**src/sv/dsm_pkg.sv**
```systemverilog
// ----------------------------------------------------------------------------
// dsm_pkg
// Shared types and constants of the dot-star pattern matcher.
// ----------------------------------------------------------------------------
package dsm_pkg;

	localparam logic [7:0] SYM_ANY  = 8'h2E;
	localparam logic [7:0] SYM_STAR = 8'h2A;
	localparam logic [7:0] SYM_NUL  = 8'h00;

	typedef enum logic [1:0] {
		OP_CLEAR   = 2'd0,
		OP_PATTERN = 2'd1,
		OP_TEXT    = 2'd2,
		OP_END     = 2'd3
	} op_t;

	// per-cell control from the sequencing logic
	typedef struct packed {
		logic clear;
		logic load;
		logic star;
		logic step;
		logic valid;
		logic fresh;
	} cell_ctrl_t;

	// signals handed from one cell to the next
	typedef struct packed {
		logic eff;
		logic nxt;
		logic empty;
	} cell_link_t;

	typedef struct packed {
		logic matched;
		logic pattern_overflow;
	} result_t;

endpackage

```
**src/sv/dsm_if.sv**
```systemverilog
// ----------------------------------------------------------------------------
// dsm_item_if / dsm_result_if
// Valid/ready channels for requests into and results out of the matcher.
// ----------------------------------------------------------------------------
interface dsm_item_if;
	logic       valid;
	logic       ready;
	logic [1:0] op;
	logic [7:0] symbol;

	modport source (output valid, output op, output symbol, input ready);
	modport sink   (input valid, input op, input symbol, output ready);
endinterface

interface dsm_result_if;
	logic valid;
	logic ready;
	logic matched;
	logic pattern_overflow;

	modport source (output valid, output matched, output pattern_overflow, input ready);
	modport sink   (input valid, input matched, input pattern_overflow, output ready);
endinterface

```
**src/sv/dsm_cell.sv**
```systemverilog
// ----------------------------------------------------------------------------
// dsm_cell
// One pattern token: its byte, its star flag and its bit of the match row.
// ----------------------------------------------------------------------------
module dsm_cell
	import dsm_pkg::*;
(
	input  logic       clk,
	input  logic       arst_n,
	input  cell_ctrl_t ctrl,
	input  logic [7:0] symbol,
	input  cell_link_t link_l,
	output cell_link_t link_r
);

	logic [7:0] tok_q;
	logic       starred_q;
	logic       row_q;
	logic       eq;
	logic       empty_bit;
	logic       eff_bit;
	logic       nxt_bit;

	assign eq        = (tok_q == SYM_ANY) || (tok_q == symbol);
	assign empty_bit = ctrl.valid & starred_q & link_l.empty;
	assign eff_bit   = ctrl.fresh ? empty_bit : row_q;
	assign nxt_bit   = ctrl.valid & (starred_q ? (link_l.nxt | (eq & eff_bit))
	                                          : (eq & link_l.eff));

	assign link_r.eff   = eff_bit;
	assign link_r.nxt   = nxt_bit;
	assign link_r.empty = empty_bit;

	always_ff @(posedge clk) begin
		if (ctrl.load) begin
			tok_q <= symbol;
		end
	end

	always_ff @(posedge clk or negedge arst_n) begin
		if (!arst_n) begin
			starred_q <= 1'b0;
			row_q     <= 1'b0;
		end else begin
			if (ctrl.clear || ctrl.load) begin
				starred_q <= 1'b0;
			end else if (ctrl.star) begin
				starred_q <= 1'b1;
			end
			if (ctrl.step) begin
				row_q <= nxt_bit;
			end
		end
	end

endmodule

```
**src/sv/dsm_result_buf.sv**
```systemverilog
// ----------------------------------------------------------------------------
// dsm_result_buf
// Two-entry result buffer: output register plus skid entry.
// ----------------------------------------------------------------------------
module dsm_result_buf
	import dsm_pkg::*;
(
	input  logic    clk,
	input  logic    arst_n,
	input  logic    push,
	input  result_t push_data,
	output logic    space,
	dsm_result_if.source result
);

	logic    a_valid_q;
	logic    b_valid_q;
	result_t a_q;
	result_t b_q;
	logic    pop;

	assign pop   = a_valid_q & result.ready;
	assign space = ~b_valid_q;

	assign result.valid            = a_valid_q;
	assign result.matched          = a_q.matched;
	assign result.pattern_overflow = a_q.pattern_overflow;

	always_ff @(posedge clk or negedge arst_n) begin
		if (!arst_n) begin
			a_valid_q <= 1'b0;
			b_valid_q <= 1'b0;
		end else begin
			if (!a_valid_q || pop) begin
				a_valid_q <= b_valid_q | push;
				b_valid_q <= 1'b0;
			end else if (push) begin
				b_valid_q <= 1'b1;
			end
		end
	end

	always_ff @(posedge clk) begin
		if (!a_valid_q || pop) begin
			a_q <= b_valid_q ? b_q : push_data;
		end else if (push) begin
			b_q <= push_data;
		end
	end

endmodule

```
**src/sv/dot_star_pattern_matcher.sv**
```systemverilog
// ----------------------------------------------------------------------------
// dot_star_pattern_matcher
// Whole-text matcher for literal, '.' and starred tokens on a row of cells.
//
//   channel  dir  payload                      request moves
//   item     in   op[1:0], symbol[7:0]         clear / pattern / text / end
//   result   out  matched, pattern_overflow    one per end-of-text request
//
// one request per cycle, every op; a text byte ripples once along the cells
// the cell chain (one and/or pair per token) sets the cycle length
// end-of-text results go through a two-entry buffer, item.ready drops only
// when both entries are full
// reset empties the pattern and arms the row for an empty text, no sweep
// ----------------------------------------------------------------------------
module dot_star_pattern_matcher
	import dsm_pkg::*;
#(
	parameter int MAX_TOKENS = 16
) (
	input  logic clk,
	input  logic arst_n,
	dsm_item_if.sink     item,
	dsm_result_if.source result
);

	localparam int CW = $clog2(MAX_TOKENS + 1);

	logic [CW-1:0] count_q;
	logic          star_armed_q;
	logic          overflow_q;
	logic          fresh_q;

	logic          accept;
	op_t           op;
	logic          do_clear;
	logic          do_text;
	logic          do_end;
	logic          pat_ok;
	logic          is_star;
	logic          has_room;
	logic          do_load;
	logic          do_drop;
	logic          do_star;
	logic          space;
	result_t       res;

	cell_ctrl_t            ctrl  [MAX_TOKENS];
	cell_link_t            links [MAX_TOKENS+1];
	logic [MAX_TOKENS:0]   eff_row;

	assign accept   = item.valid & item.ready;
	assign op       = op_t'(item.op);
	assign do_clear = accept && (op == OP_CLEAR);
	assign do_text  = accept && (op == OP_TEXT);
	assign do_end   = accept && (op == OP_END);
	assign pat_ok   = accept && (op == OP_PATTERN) && (item.symbol != SYM_NUL);
	assign is_star  = item.symbol == SYM_STAR;
	assign has_room = count_q < CW'(MAX_TOKENS);
	assign do_load  = pat_ok & ~is_star & has_room;
	assign do_drop  = pat_ok & ~is_star & ~has_room;
	assign do_star  = pat_ok & is_star & star_armed_q & (count_q != '0);

	assign item.ready = space;

	assign links[0].eff   = fresh_q;
	assign links[0].nxt   = 1'b0;
	assign links[0].empty = 1'b1;
	assign eff_row[0]     = fresh_q;

	for (genvar i = 0; i < MAX_TOKENS; i++) begin : g_cell
		assign ctrl[i].clear = do_clear;
		assign ctrl[i].load  = do_load && (count_q == CW'(i));
		assign ctrl[i].star  = do_star && (count_q == CW'(i + 1));
		assign ctrl[i].step  = do_text;
		assign ctrl[i].valid = CW'(i) < count_q;
		assign ctrl[i].fresh = fresh_q;
		assign eff_row[i+1]  = links[i+1].eff;

		dsm_cell u_cell (
			.clk    (clk),
			.arst_n (arst_n),
			.ctrl   (ctrl[i]),
			.symbol (item.symbol),
			.link_l (links[i]),
			.link_r (links[i+1])
		);
	end

	assign res.matched          = eff_row[count_q];
	assign res.pattern_overflow = overflow_q;

	dsm_result_buf u_result_buf (
		.clk       (clk),
		.arst_n    (arst_n),
		.push      (do_end),
		.push_data (res),
		.space     (space),
		.result    (result)
	);

	always_ff @(posedge clk or negedge arst_n) begin
		if (!arst_n) begin
			count_q      <= '0;
			star_armed_q <= 1'b0;
			overflow_q   <= 1'b0;
			fresh_q      <= 1'b1;
		end else begin
			if (do_clear) begin
				count_q      <= '0;
				star_armed_q <= 1'b0;
				overflow_q   <= 1'b0;
				fresh_q      <= 1'b1;
			end else if (pat_ok) begin
				if (do_load) begin
					count_q <= count_q + CW'(1);
				end
				if (do_drop) begin
					overflow_q <= 1'b1;
				end
				star_armed_q <= do_load;
				fresh_q      <= 1'b1;
			end else if (do_text) begin
				fresh_q <= 1'b0;
			end else if (do_end) begin
				fresh_q <= 1'b1;
			end
		end
	end

`ifndef SYNTHESIS
	a_count_bound: assert property (@(posedge clk) disable iff (!arst_n)
		count_q <= CW'(MAX_TOKENS))
		else $error("token count beyond capacity");

	a_clear_empties: assert property (@(posedge clk) disable iff (!arst_n)
		do_clear |=> (count_q == '0) && !overflow_q && fresh_q && !star_armed_q)
		else $error("clear left pattern state behind");

	a_text_consumes_row: assert property (@(posedge clk) disable iff (!arst_n)
		do_text |=> !fresh_q)
		else $error("text byte did not update the row");

	a_overflow_sticky: assert property (@(posedge clk) disable iff (!arst_n)
		overflow_q && !do_clear |=> overflow_q)
		else $error("overflow flag lost without clear");
`endif

endmodule
```
**src/flat_wrapper.sv**
```systemverilog
// flat-port wrapper written by rule: the top's interface ports become plain ports
module dot_star_pattern_matcher_flat import dsm_pkg::*;
#(
	parameter int MAX_TOKENS = 16
)
  (clk, arst_n, item_valid, item_op, item_symbol, item_ready, result_valid, result_matched, result_pattern_overflow, result_ready);
  dsm_item_if item_i ();
  dsm_result_if result_i ();
  input  logic clk;
  input  logic arst_n;
  input wire logic [$bits(item_i.valid)-1:0] item_valid;
  input wire logic [$bits(item_i.op)-1:0] item_op;
  input wire logic [$bits(item_i.symbol)-1:0] item_symbol;
  output wire logic [$bits(item_i.ready)-1:0] item_ready;
  output wire logic [$bits(result_i.valid)-1:0] result_valid;
  output wire logic [$bits(result_i.matched)-1:0] result_matched;
  output wire logic [$bits(result_i.pattern_overflow)-1:0] result_pattern_overflow;
  input wire logic [$bits(result_i.ready)-1:0] result_ready;
  assign item_i.valid = item_valid;
  assign item_i.op = item_op;
  assign item_i.symbol = item_symbol;
  assign item_ready = item_i.ready;
  assign result_valid = result_i.valid;
  assign result_matched = result_i.matched;
  assign result_pattern_overflow = result_i.pattern_overflow;
  assign result_i.ready = result_ready;
  dot_star_pattern_matcher #(.MAX_TOKENS(MAX_TOKENS)) u_core (.clk(clk), .arst_n(arst_n), .item(item_i), .result(result_i));
endmodule
```
**config.mk**
```make
export PLATFORM = sky130hd
export DESIGN_NAME = dot_star_pattern_matcher_flat
export DESIGN_NICKNAME = d
export VERILOG_FILES = /design/src/sv/dsm_pkg.sv /design/src/sv/dsm_if.sv /design/src/sv/dsm_cell.sv /design/src/sv/dsm_result_buf.sv /design/src/sv/dot_star_pattern_matcher.sv /design/src/flat_wrapper.sv
export SDC_FILE = /design/constraint.sdc
export NUM_CORES = 1
export LEC_CHECK = 0
export ABC_AREA = 1
export BUFFER_PORTS_ARGS = -buffer_cell sky130_fd_sc_hd__buf_2
export CAP_MARGIN = 20
export CORE_ASPECT_RATIO = 0.8
export CORE_MARGIN = 2
export CORE_UTILIZATION = 45
export CTS_BUF_LIST = sky130_fd_sc_hd__clkbuf_16
export CTS_CLUSTER_DIAMETER = 120
export DETAILED_ROUTE_END_ITERATION = 10
export GPL_TIMING_DRIVEN = 1
export PLACE_DENSITY = 0.63
export RECOVER_POWER = 25
export SYNTH_ARGS = -nofsm -noshare
export SYNTH_HDL_FRONTEND = slang
export SYNTH_SLANG_ARGS = --single-unit
```
**constraint.sdc**
```tcl
create_clock -name clk -period 4.5 [get_ports clk]
set_input_delay 0 -clock clk [delete_from_list [all_inputs] [get_ports clk]]
set_output_delay 0 -clock clk [all_outputs]
set_load 0.01 [all_outputs]
```
==> results of run 1 <==
routing by layer:
layer  track usage (%)  share of wire [%]  vias to the layer above
li1                  -                  -                     3290
met1              31.5                 49                     3218
met2              31.1                 43                      192
met3              4.89                6.0                       29
met4              6.77                1.7                        0
met5                 0                  0                        -
sequential cells by signal (all words and copies together) (netlist names):
signal	count
u_core.u_result_buf.b_valid_q	1
u_core.u_result_buf.b_q	2
u_core.u_result_buf.result.valid	1
u_core.star_armed_q	1
u_core.g_cell.u_cell.starred_q	16
u_core.g_cell.u_cell.tok_q	128
u_core.fresh_q	1
u_core.count_q	5
u_core.g_cell.u_cell.row_q	16
u_core.u_result_buf.result.pattern_overflow	1
u_core.overflow_q	1
u_core.u_result_buf.result.matched	1
synth_stat cells, types with 11 or more instances:
| cell type | instances |
|---|---|
| sky130_fd_sc_hd__a21oi_1 | 28 |
| sky130_fd_sc_hd__buf_2 | 16 |
| sky130_fd_sc_hd__clkbuf_1 | 13 |
| sky130_fd_sc_hd__dfrtp_1 | 41 |
| sky130_fd_sc_hd__edfxtp_1 | 132 |
| sky130_fd_sc_hd__inv_1 | 97 |
| sky130_fd_sc_hd__nand2_1 | 228 |
| sky130_fd_sc_hd__nand3_1 | 53 |
| sky130_fd_sc_hd__nand4_1 | 22 |
| sky130_fd_sc_hd__nor2_1 | 66 |
| sky130_fd_sc_hd__nor3b_1 | 11 |
| sky130_fd_sc_hd__nor4_1 | 27 |
| sky130_fd_sc_hd__o21ai_0 | 40 |
| sky130_fd_sc_hd__or2_2 | 24 |
| sky130_fd_sc_hd__xnor2_1 | 59 |
| sky130_fd_sc_hd__xor2_1 | 18 |
report_power, final:
group / switching (W) / internal, W / total, W / leakage [nW]
registers: 0.0000326 / 0.00176 / 0.00180 / 1.77
logic: 0.000266 / 0.000119 / 0.000385 / 1.81
clock network: 0.000677 / 0.000835 / 0.00151 / 0.281
total: 0.000976 / 0.00272 / 0.00369 / 3.86
what timing repair did:
item	CTS	global route
endpoints found under the hold margin	64	7
endpoints found under the setup margin	0	0
hold buffers	7	1
gates resized for setup	0	0
per-stage QoR:
stage | util [%] | instance area (um^2) | setup slack [ns] | hold WS, ns | power, W
final | 51.0 | 10100 | 0.782 | 0.0228 | 0.00369
after global routing | 51.0 | 10100 | 0.255 | 0.0366 | 0.00382
after CTS | 51.0 | 10100 | 0.973 | 0.00534 | 0.00372
after detailed placement | 47.6 | 9430 | 1.01 | 0.223 | 0.00221
after global placement | 47.6 | 9430 | 1.11 | 0.219 | 0.00220
after floorplan | - | 9070 | 1.52 | -0.296 | 0.00207
cells by family after synthesis:
family                     Yosys count  share of synthesized area (%)
and+or+nand+nor                    458                           23.4
AOI/OAI and AO/OA                  107                           7.31
xor gates and xnor gates            77                           7.44
buffers and inverters              137                           6.11
DFF                                174                           55.3
adders and majority gates            3                          0.414
critical path: cells and delay by family:
kind	cells	cell delay, ns
AND/OR/NAND/NOR	34	2.43
buffers and inverters	3	1.43
AO/OA/AOI/OAI	1	0.15
cell usage in the layout (no fill, tap or decap), types with 18 or more instances in the layout:
cell type                    n
sky130_fd_sc_hd__nand3_1    53
sky130_fd_sc_hd__o21ai_0    40
sky130_fd_sc_hd__or2_2      24
sky130_fd_sc_hd__a21oi_1    28
sky130_fd_sc_hd__nor4_1     27
sky130_fd_sc_hd__nor2_1     66
sky130_fd_sc_hd__xor2_1     18
sky130_fd_sc_hd__nand2_1   228
sky130_fd_sc_hd__xnor2_1    59
sky130_fd_sc_hd__inv_1      97
sky130_fd_sc_hd__edfxtp_1  132
sky130_fd_sc_hd__nand4_1    22
sky130_fd_sc_hd__dfrtp_1    41
cell type report:
| class | instances | area share (%) |
|---|---|---|
| multi-input combinational | 645 | 34.6 |
| sequential | 174 | 49.7 |
| clock inverter | 15 | 1.72 |
| clock buffer | 17 | 4.21 |
| tap | 264 | 3.27 |
| inverter | 103 | 3.83 |
| timing repair buffer | 41 | 2.70 |
worst max-delay path by stage:
stage / slack [ns] / start / to / cells past startpoint
2_1_floorplan: 1.52 / item_symbol[7] / u_core.g_cell[15].u_cell.tok_q[0] / 8
3_3_place_gp: 1.11 / u_core.count_q[4] / u_core.g_cell[15].u_cell.row_q / 38
3_5_place_dp: 1.01 / u_core.count_q[4] / u_core.g_cell[15].u_cell.row_q / 38
4_1_cts: 0.97 / u_core.count_q[4] / u_core.g_cell[15].u_cell.row_q / 38
5_1_grt: 0.26 / item_symbol[6] / u_core.g_cell[15].u_cell.row_q / 38
6_report: 0.78 / item_symbol[4] / u_core.g_cell[15].u_cell.row_q / 38
==> implementation parameters, run 1 <==
Parameter                              Value

Status
  Run status    complete, but fails checks
  Violated checks    capacitance limit, slew limit

Finish
  Share of cells above drive strength 1    10.5%
  Area added between synthesis and finish    11.4%
  Fin cells    1259
  Sequential cell area    5020 um^2
  Multi-input gate area in the final layout    3500 um^2
  Number of nets at the end of the flow    999
  Ant. Diodes    0
  Filler cell count    1786

Drt
  Mean number of vias per cell    5.34
  Wire length per cell after detailed routing    17.0 um
  Post-detailed-routing wire length    21400 um
  Count of routing violations after the opening detailed-route iteration    706
  Initial DRT Pass Iterations    5
  Antenna Nets Post-Route    0
  Total via count after detailed routing    6729
  Residual DRC    0

Worst setup path
  Worst reg2reg path endpoint    u_core.g_cell[15].u_cell.row_q
  Most frequent CP cell    sky130_fd_sc_hd__nand2_1
  Start of the worst register-to-register path    u_core.count_q[4]
  Length in cells of the worst reg-to-reg path    38
  Biggest cell delay along the critical path    0.52 ns
  Cell at the slowest stage of the critical path    sky130_fd_sc_hd__dlygate4sd3_1
  Critical path launch point type    input pin
  Setup CP Type    input pin to flip-flop
  Kind of capture point of the worst setup path    flip-flop
  Data arrival time at the worst-slack endpoint    4.05 ns
  Data required, critical path    4.83 ns
  Register-to-Register Setup Slack    0.91 ns
  Largest fanout on the critical path    13

CTS
  Clk pin slew, worst setup/hold paths    0.07 ns
  Maximum number of buffers from clock root to sink    2
  Cts bufs inserted    17
  Root buf cell    sky130_fd_sc_hd__clkbuf_16
  Clock tree from TritonCTS    built
  Clock Sinks    174
  Clock latency of the later-clocked register in the worst-skew pair    0.44 ns
  Max H-tree Level    4
  Number of buffers inserted to repair setup after CTS    0

Min path
  Worst hold path endpoint    u_core.u_result_buf.result.valid
  Worst hold path class    input pin to flip-flop
  Worst min-delay path startpoint    item_op[0]
  Hold path depth    5

Floorplan
  Die outline area    21300 um^2
  Row count    46
  IO Count    18
  Die span in x    163 um
  Die Y-Extent    131 um
  Effective utilization at floorplan    45.8%
  Placeable core area    19800 um^2

STA
  Transition at the pin with the smallest max-transition slack    1.80 ns
  Unrepaired setup endpoints after global routing    no
  Setup Total Neg Slack    0 ns
  Final-report max-slew violation count    32
  Final period demand of the worst path    3.72 ns
  Worst slew slack as a fraction of its limit    -19.8%
  Number of setup violations in the final report    0
  Part of the cycle the worst path needs    82.6%
  Clock Skew    0.00795 ns
  Fin. Hold Viols    0
  Fmax    0.269 GHz

Synth
  Yosys cell types    57
  Count of flip-flops with a built-in enable after synthesis    132
  Synth area leaders    sky130_fd_sc_hd__edfxtp_1, sky130_fd_sc_hd__dfrtp_1, sky130_fd_sc_hd__nand2_1
  Most area-hungry cell type in the Yosys netlist    sky130_fd_sc_hd__edfxtp_1
  Fraction of post-synthesis cell area in the top cell type by area    43.7%
  Average size of a mapped cell    9.48 um^2
  Synthesis Warnings    0
  Flip-flop cell with the highest count after synthesis    sky130_fd_sc_hd__edfxtp_1
  Area of the mapped netlist    9070 um^2
  Synthesized flop and latch total    174
  Post-Syn Nets    973
  Async set-or-reset flop fraction in the synthesized netlist    24.1%
  Portion of the post-synthesis area used by sequential elements    55.3%
  Number of instances in the synthesized netlist    956

Power
  Worst ir drop on vdd    0.227 mV
  Leak Pwr    3.86 nW
  Power density over cell area    366 nW/um^2

GRT
  Antenna violations before repair    0
  Wire length of the first global-routing pass    34100 um
  Maximum number of pins on one net before global-route repair    43
  Residual overflow from global routing    0
  Overall track demand over capacity in global routing    21.3%
  Vias in the first global route    6304

Place
  Cell count after placement    1218
  DP HPWL    14900 um
  Final weighted congestion in routability-driven placement    0.980
  Port Buffer Count    17

Run
  Number of max-cap violations    1
(Power assumes the default switching activity.)
==> run 2, diff against run 1 <==
--- a/config.mk
+++ b/config.mk
@@ -5,7 +5,7 @@
 export SDC_FILE = /design/constraint.sdc
 export NUM_CORES = 1
 export LEC_CHECK = 0
-export ABC_AREA = 1
+export ABC_AREA = 0
 export BUFFER_PORTS_ARGS = -buffer_cell sky130_fd_sc_hd__buf_2
 export CAP_MARGIN = 20
 export CORE_ASPECT_RATIO = 0.8
==> constraint.sdc (replaced) <==
create_clock -name clk -period 3.45 [get_ports clk]
set_input_delay 0 -clock clk [delete_from_list [all_inputs] [get_ports clk]]
set_output_delay 0 -clock clk [all_outputs]
set_load 0.01 [all_outputs]
==> run 2 against run 1 <==
The run now ends clean. Clock power is 30% higher. Design area is 0.80% higher. Highest routed layer unchanged. Critical path type is now flip-flop to flip-flop. Register-to-register slack worse by 0.61 ns. Largest power group unchanged.
==> implementation parameters, run 2 <==
Parameter                              Value

Synth
  Yosys cell types    76
  Average size of a mapped cell    11.5 um^2
  Post-Syn Nets    795
  Most area-hungry cell type in the Yosys netlist    sky130_fd_sc_hd__edfxtp_1
  Async set-or-reset flop fraction in the synthesized netlist    24.1%
  Top cells by count, synth    sky130_fd_sc_hd__edfxtp_1, sky130_fd_sc_hd__xor2_1, sky130_fd_sc_hd__nand2_1, sky130_fd_sc_hd__xnor2_1, sky130_fd_sc_hd__a21oi_1
  Portion of the post-synthesis area used by sequential elements    55.9%
  Fraction of post-synthesis cell area in the top cell type by area    44.2%
  Count of flip-flops with a built-in enable after synthesis    132
  Number of instances in the synthesized netlist    778
  Most common cell in the netlist    sky130_fd_sc_hd__edfxtp_1
  Synthesized flop and latch total    174
  Area of the mapped netlist    8980 um^2
  Flip-flop cell with the highest count after synthesis    sky130_fd_sc_hd__edfxtp_1
  Synthesis Warnings    0
  Synth area leaders    sky130_fd_sc_hd__edfxtp_1, sky130_fd_sc_hd__dfrtp_1, sky130_fd_sc_hd__xor2_1

Drt
  Initial DRT Pass Iterations    5
  Count of routing violations after the opening detailed-route iteration    709
  Mean number of vias per cell    5.91
  Antenna Nets Post-Route    0
  Total via count after detailed routing    6545
  Post-detailed-routing wire length    24000 um
  Residual DRC    0
  Wire length per cell after detailed routing    21.7 um

Worst setup path
  Start of the worst register-to-register path    u_core.count_q[4]
  Data required, critical path    3.75 ns
  Register-to-Register Setup Slack    0.30 ns
  Length in cells of the worst reg-to-reg path    9
  Data arrival time at the worst-slack endpoint    3.45 ns
  Critical path launch point type    flip-flop
  Beginning of the critical path    u_core.count_q[4]
  Kind of capture point of the worst setup path    flip-flop
  Setup CP Type    flip-flop to flip-flop
  Worst reg2reg path endpoint    u_core.g_cell[13].u_cell.row_q
  Largest fanout on the critical path    16

CTS
  Clock Sinks    174
  Maximum number of buffers from clock root to sink    2
  Clk pin slew, worst setup/hold paths    0.07 ns
  Clock latency of the later-clocked register in the worst-skew pair    0.43 ns
  Root buf cell    sky130_fd_sc_hd__clkbuf_16
  Cts bufs inserted    17
  Number of buffers inserted to repair setup after CTS    0
  Max H-tree Level    4
  Clock tree from TritonCTS    built

GRT
  Wire length of the first global-routing pass    36600 um
  Antenna violations before repair    0
  Overall track demand over capacity in global routing    23.2%
  Vias in the first global route    6459
  Residual overflow from global routing    0
  Maximum number of pins on one net before global-route repair    43

Finish
  Number of flip-flops under the largest register name    128
  Ant. Diodes    0
  Area added between synthesis and finish    13.4%
  Commonest non-fill, non-tap cell in the layout    sky130_fd_sc_hd__edfxtp_1
  Fin util    51.7%
  Share of cells above drive strength 1    11.9%
  Most flop-heavy register    u_core.g_cell.u_cell.tok_q
  Largest registers ranked by flip-flop count    u_core.g_cell.u_cell.tok_q (128), u_core.g_cell.u_cell.row_q (16), u_core.g_cell.u_cell.starred_q (16)
  Commonest cells after routing, fill and taps aside    sky130_fd_sc_hd__edfxtp_1, sky130_fd_sc_hd__xor2_1, sky130_fd_sc_hd__nand2_1
  Cell area after layout    10200 um^2
  Number of nets at the end of the flow    847

Power
  Worst ir drop on vdd    0.297 mV
  Total power of the final layout    0.00476 W
  Power density over cell area    468 nW/um^2
  Leak Pwr    3.48 nW

Floorplan
  Effective utilization at floorplan    45.6%
  Row count    46
  Placeable core area    19700 um^2
  Die outline area    21100 um^2
  Die span in x    162 um
  IO Count    18
  Die Y-Extent    130 um

Min path
  Worst hold path class    input pin to flip-flop
  Worst hold path endpoint    u_core.g_cell[9].u_cell.tok_q[2]
  Worst min-delay path startpoint    item_symbol[2]
  Hold path depth    1

Run
  Number of max-cap violations    0

STA
  Unrepaired setup endpoints after global routing    no
  Part of the cycle the worst path needs    91.3%
  Setup Total Neg Slack    0 ns
  Final period demand of the worst path    3.15 ns
  Fmax    0.318 GHz
  Final-report max-slew violation count    0
  Worst slew slack as a fraction of its limit    15.6%
  Transition at the pin with the smallest max-transition slack    1.27 ns
  Worst path setup slack after routing    0.301 ns
  Clock Skew    0.0102 ns
  Fin. Hold Viols    0
  Number of setup violations in the final report    0

Place
  Setup Slack @ Placement    0.389 ns
  Area of placed instances    9520 um^2
  Final weighted congestion in routability-driven placement    0.942
  Port Buffer Count    17
  DP HPWL    17200 um

Status
  Run status    complete, no violations
-- run 2: cell types whose count changed in the layout (fill, tap and decap cells not counted), sizes merged, moves of 11 or more --
cell and delta:
nand4b +15, o21ai -14, xnor2 -11, or2 -23, nor3 +20, nor3b -11, xor2 +62, nand2 -176
buf +20, nor2 -23, a21oi +19, nand3 -48, nand2b +15, inv -92
-- run 2: kinds of logic (layout without fill, tap and decap cells) --
logic type / after synthesis / count (layout) / share of synthesized area [%]
muxes: 9 / 9 / 1.18
AOI/OAI and AO/OA: 146 / 146 / 10.6
and+or+nand+nor: 271 / 271 / 16.9
adders and majority gates: 3 / 3 / 0.418
xor gates and xnor gates: 128 / 128 / 12.5
DFF: 174 / 174 / 55.9
buffers and inverters: 47 / 112 / 2.61
-- run 2: timing repair --
item / CTS / global route
hold buffers: 8 / 1
gates resized for setup: 0 / 0
endpoints found under the hold margin: 49 / 4
-- run 2: report_power, final --
group | total, W | internal [W] | switching, W
Clock | 0.00197 | 0.00110 | 0.000870
Combinational | 0.000451 | 0.000157 | 0.000293
Sequential | 0.00235 | 0.00229 | 0.0000546
-- run 2: worst max-delay path, cell delays in order, from the launching register on --
cell and delay (ns):
sky130_fd_sc_hd__dfrtp_1 0.62, sky130_fd_sc_hd__nor3_4 0.47, sky130_fd_sc_hd__nor3_1 0.09, sky130_fd_sc_hd__a21oi_1 0.29, sky130_fd_sc_hd__o21ai_0 0.15, sky130_fd_sc_hd__a2111o_1 0.41
sky130_fd_sc_hd__a21oi_2 0.19, sky130_fd_sc_hd__o2111ai_1 0.28, sky130_fd_sc_hd__a211oi_2 0.39, sky130_fd_sc_hd__o21ai_1 0.12
-- run 2: per-layer routing --
metal	share of wire (%)	GRT usage, %	vias up	wire length, um
met5	0	0	-	0
met4	3.1	9.21	0	749
met3	6.2	5.50	50	1490
met2	43	34.6	226	10300
met1	48	33.1	3272	11400
li1	-	-	2997	-
-- run 2: how the worst max path moves through the flow --
| stage | slack (ns) | end |
|---|---|---|
| 2_1_floorplan | 0.68 | u_core.g_cell[10].u_cell.tok_q[0] |
| 3_3_place_gp | 0.46 | u_core.g_cell[14].u_cell.row_q |
| 3_5_place_dp | 0.39 | u_core.g_cell[13].u_cell.row_q |
| 4_1_cts | 0.34 | u_core.g_cell[13].u_cell.row_q |
| 5_1_grt | 0.05 | u_core.g_cell[13].u_cell.row_q |
| 6_report | 0.30 | u_core.g_cell[13].u_cell.row_q |
-- run 2: through the flow --
step | cells | hold WS (ns)
after floorplan | 778 | -0.296
after global placement | 1065 | 0.215
after detailed placement | 1065 | 0.235
after CTS | 1105 | 0.00218
after global routing | 1107 | 0.273
final | 1107 | 0.260
-- run 2: area by class of cell --
cell class                      count  area [um^2]
Tap cell                          264          330
Clock buffer                       17          425
Sequential cell                   174         5020
Fill cell                        1749         9500
Multi-Input combinational cell    557         3730
Clock inverter                     15          181
Inverter                           11         41.3
Timing Repair Buffer               69          457
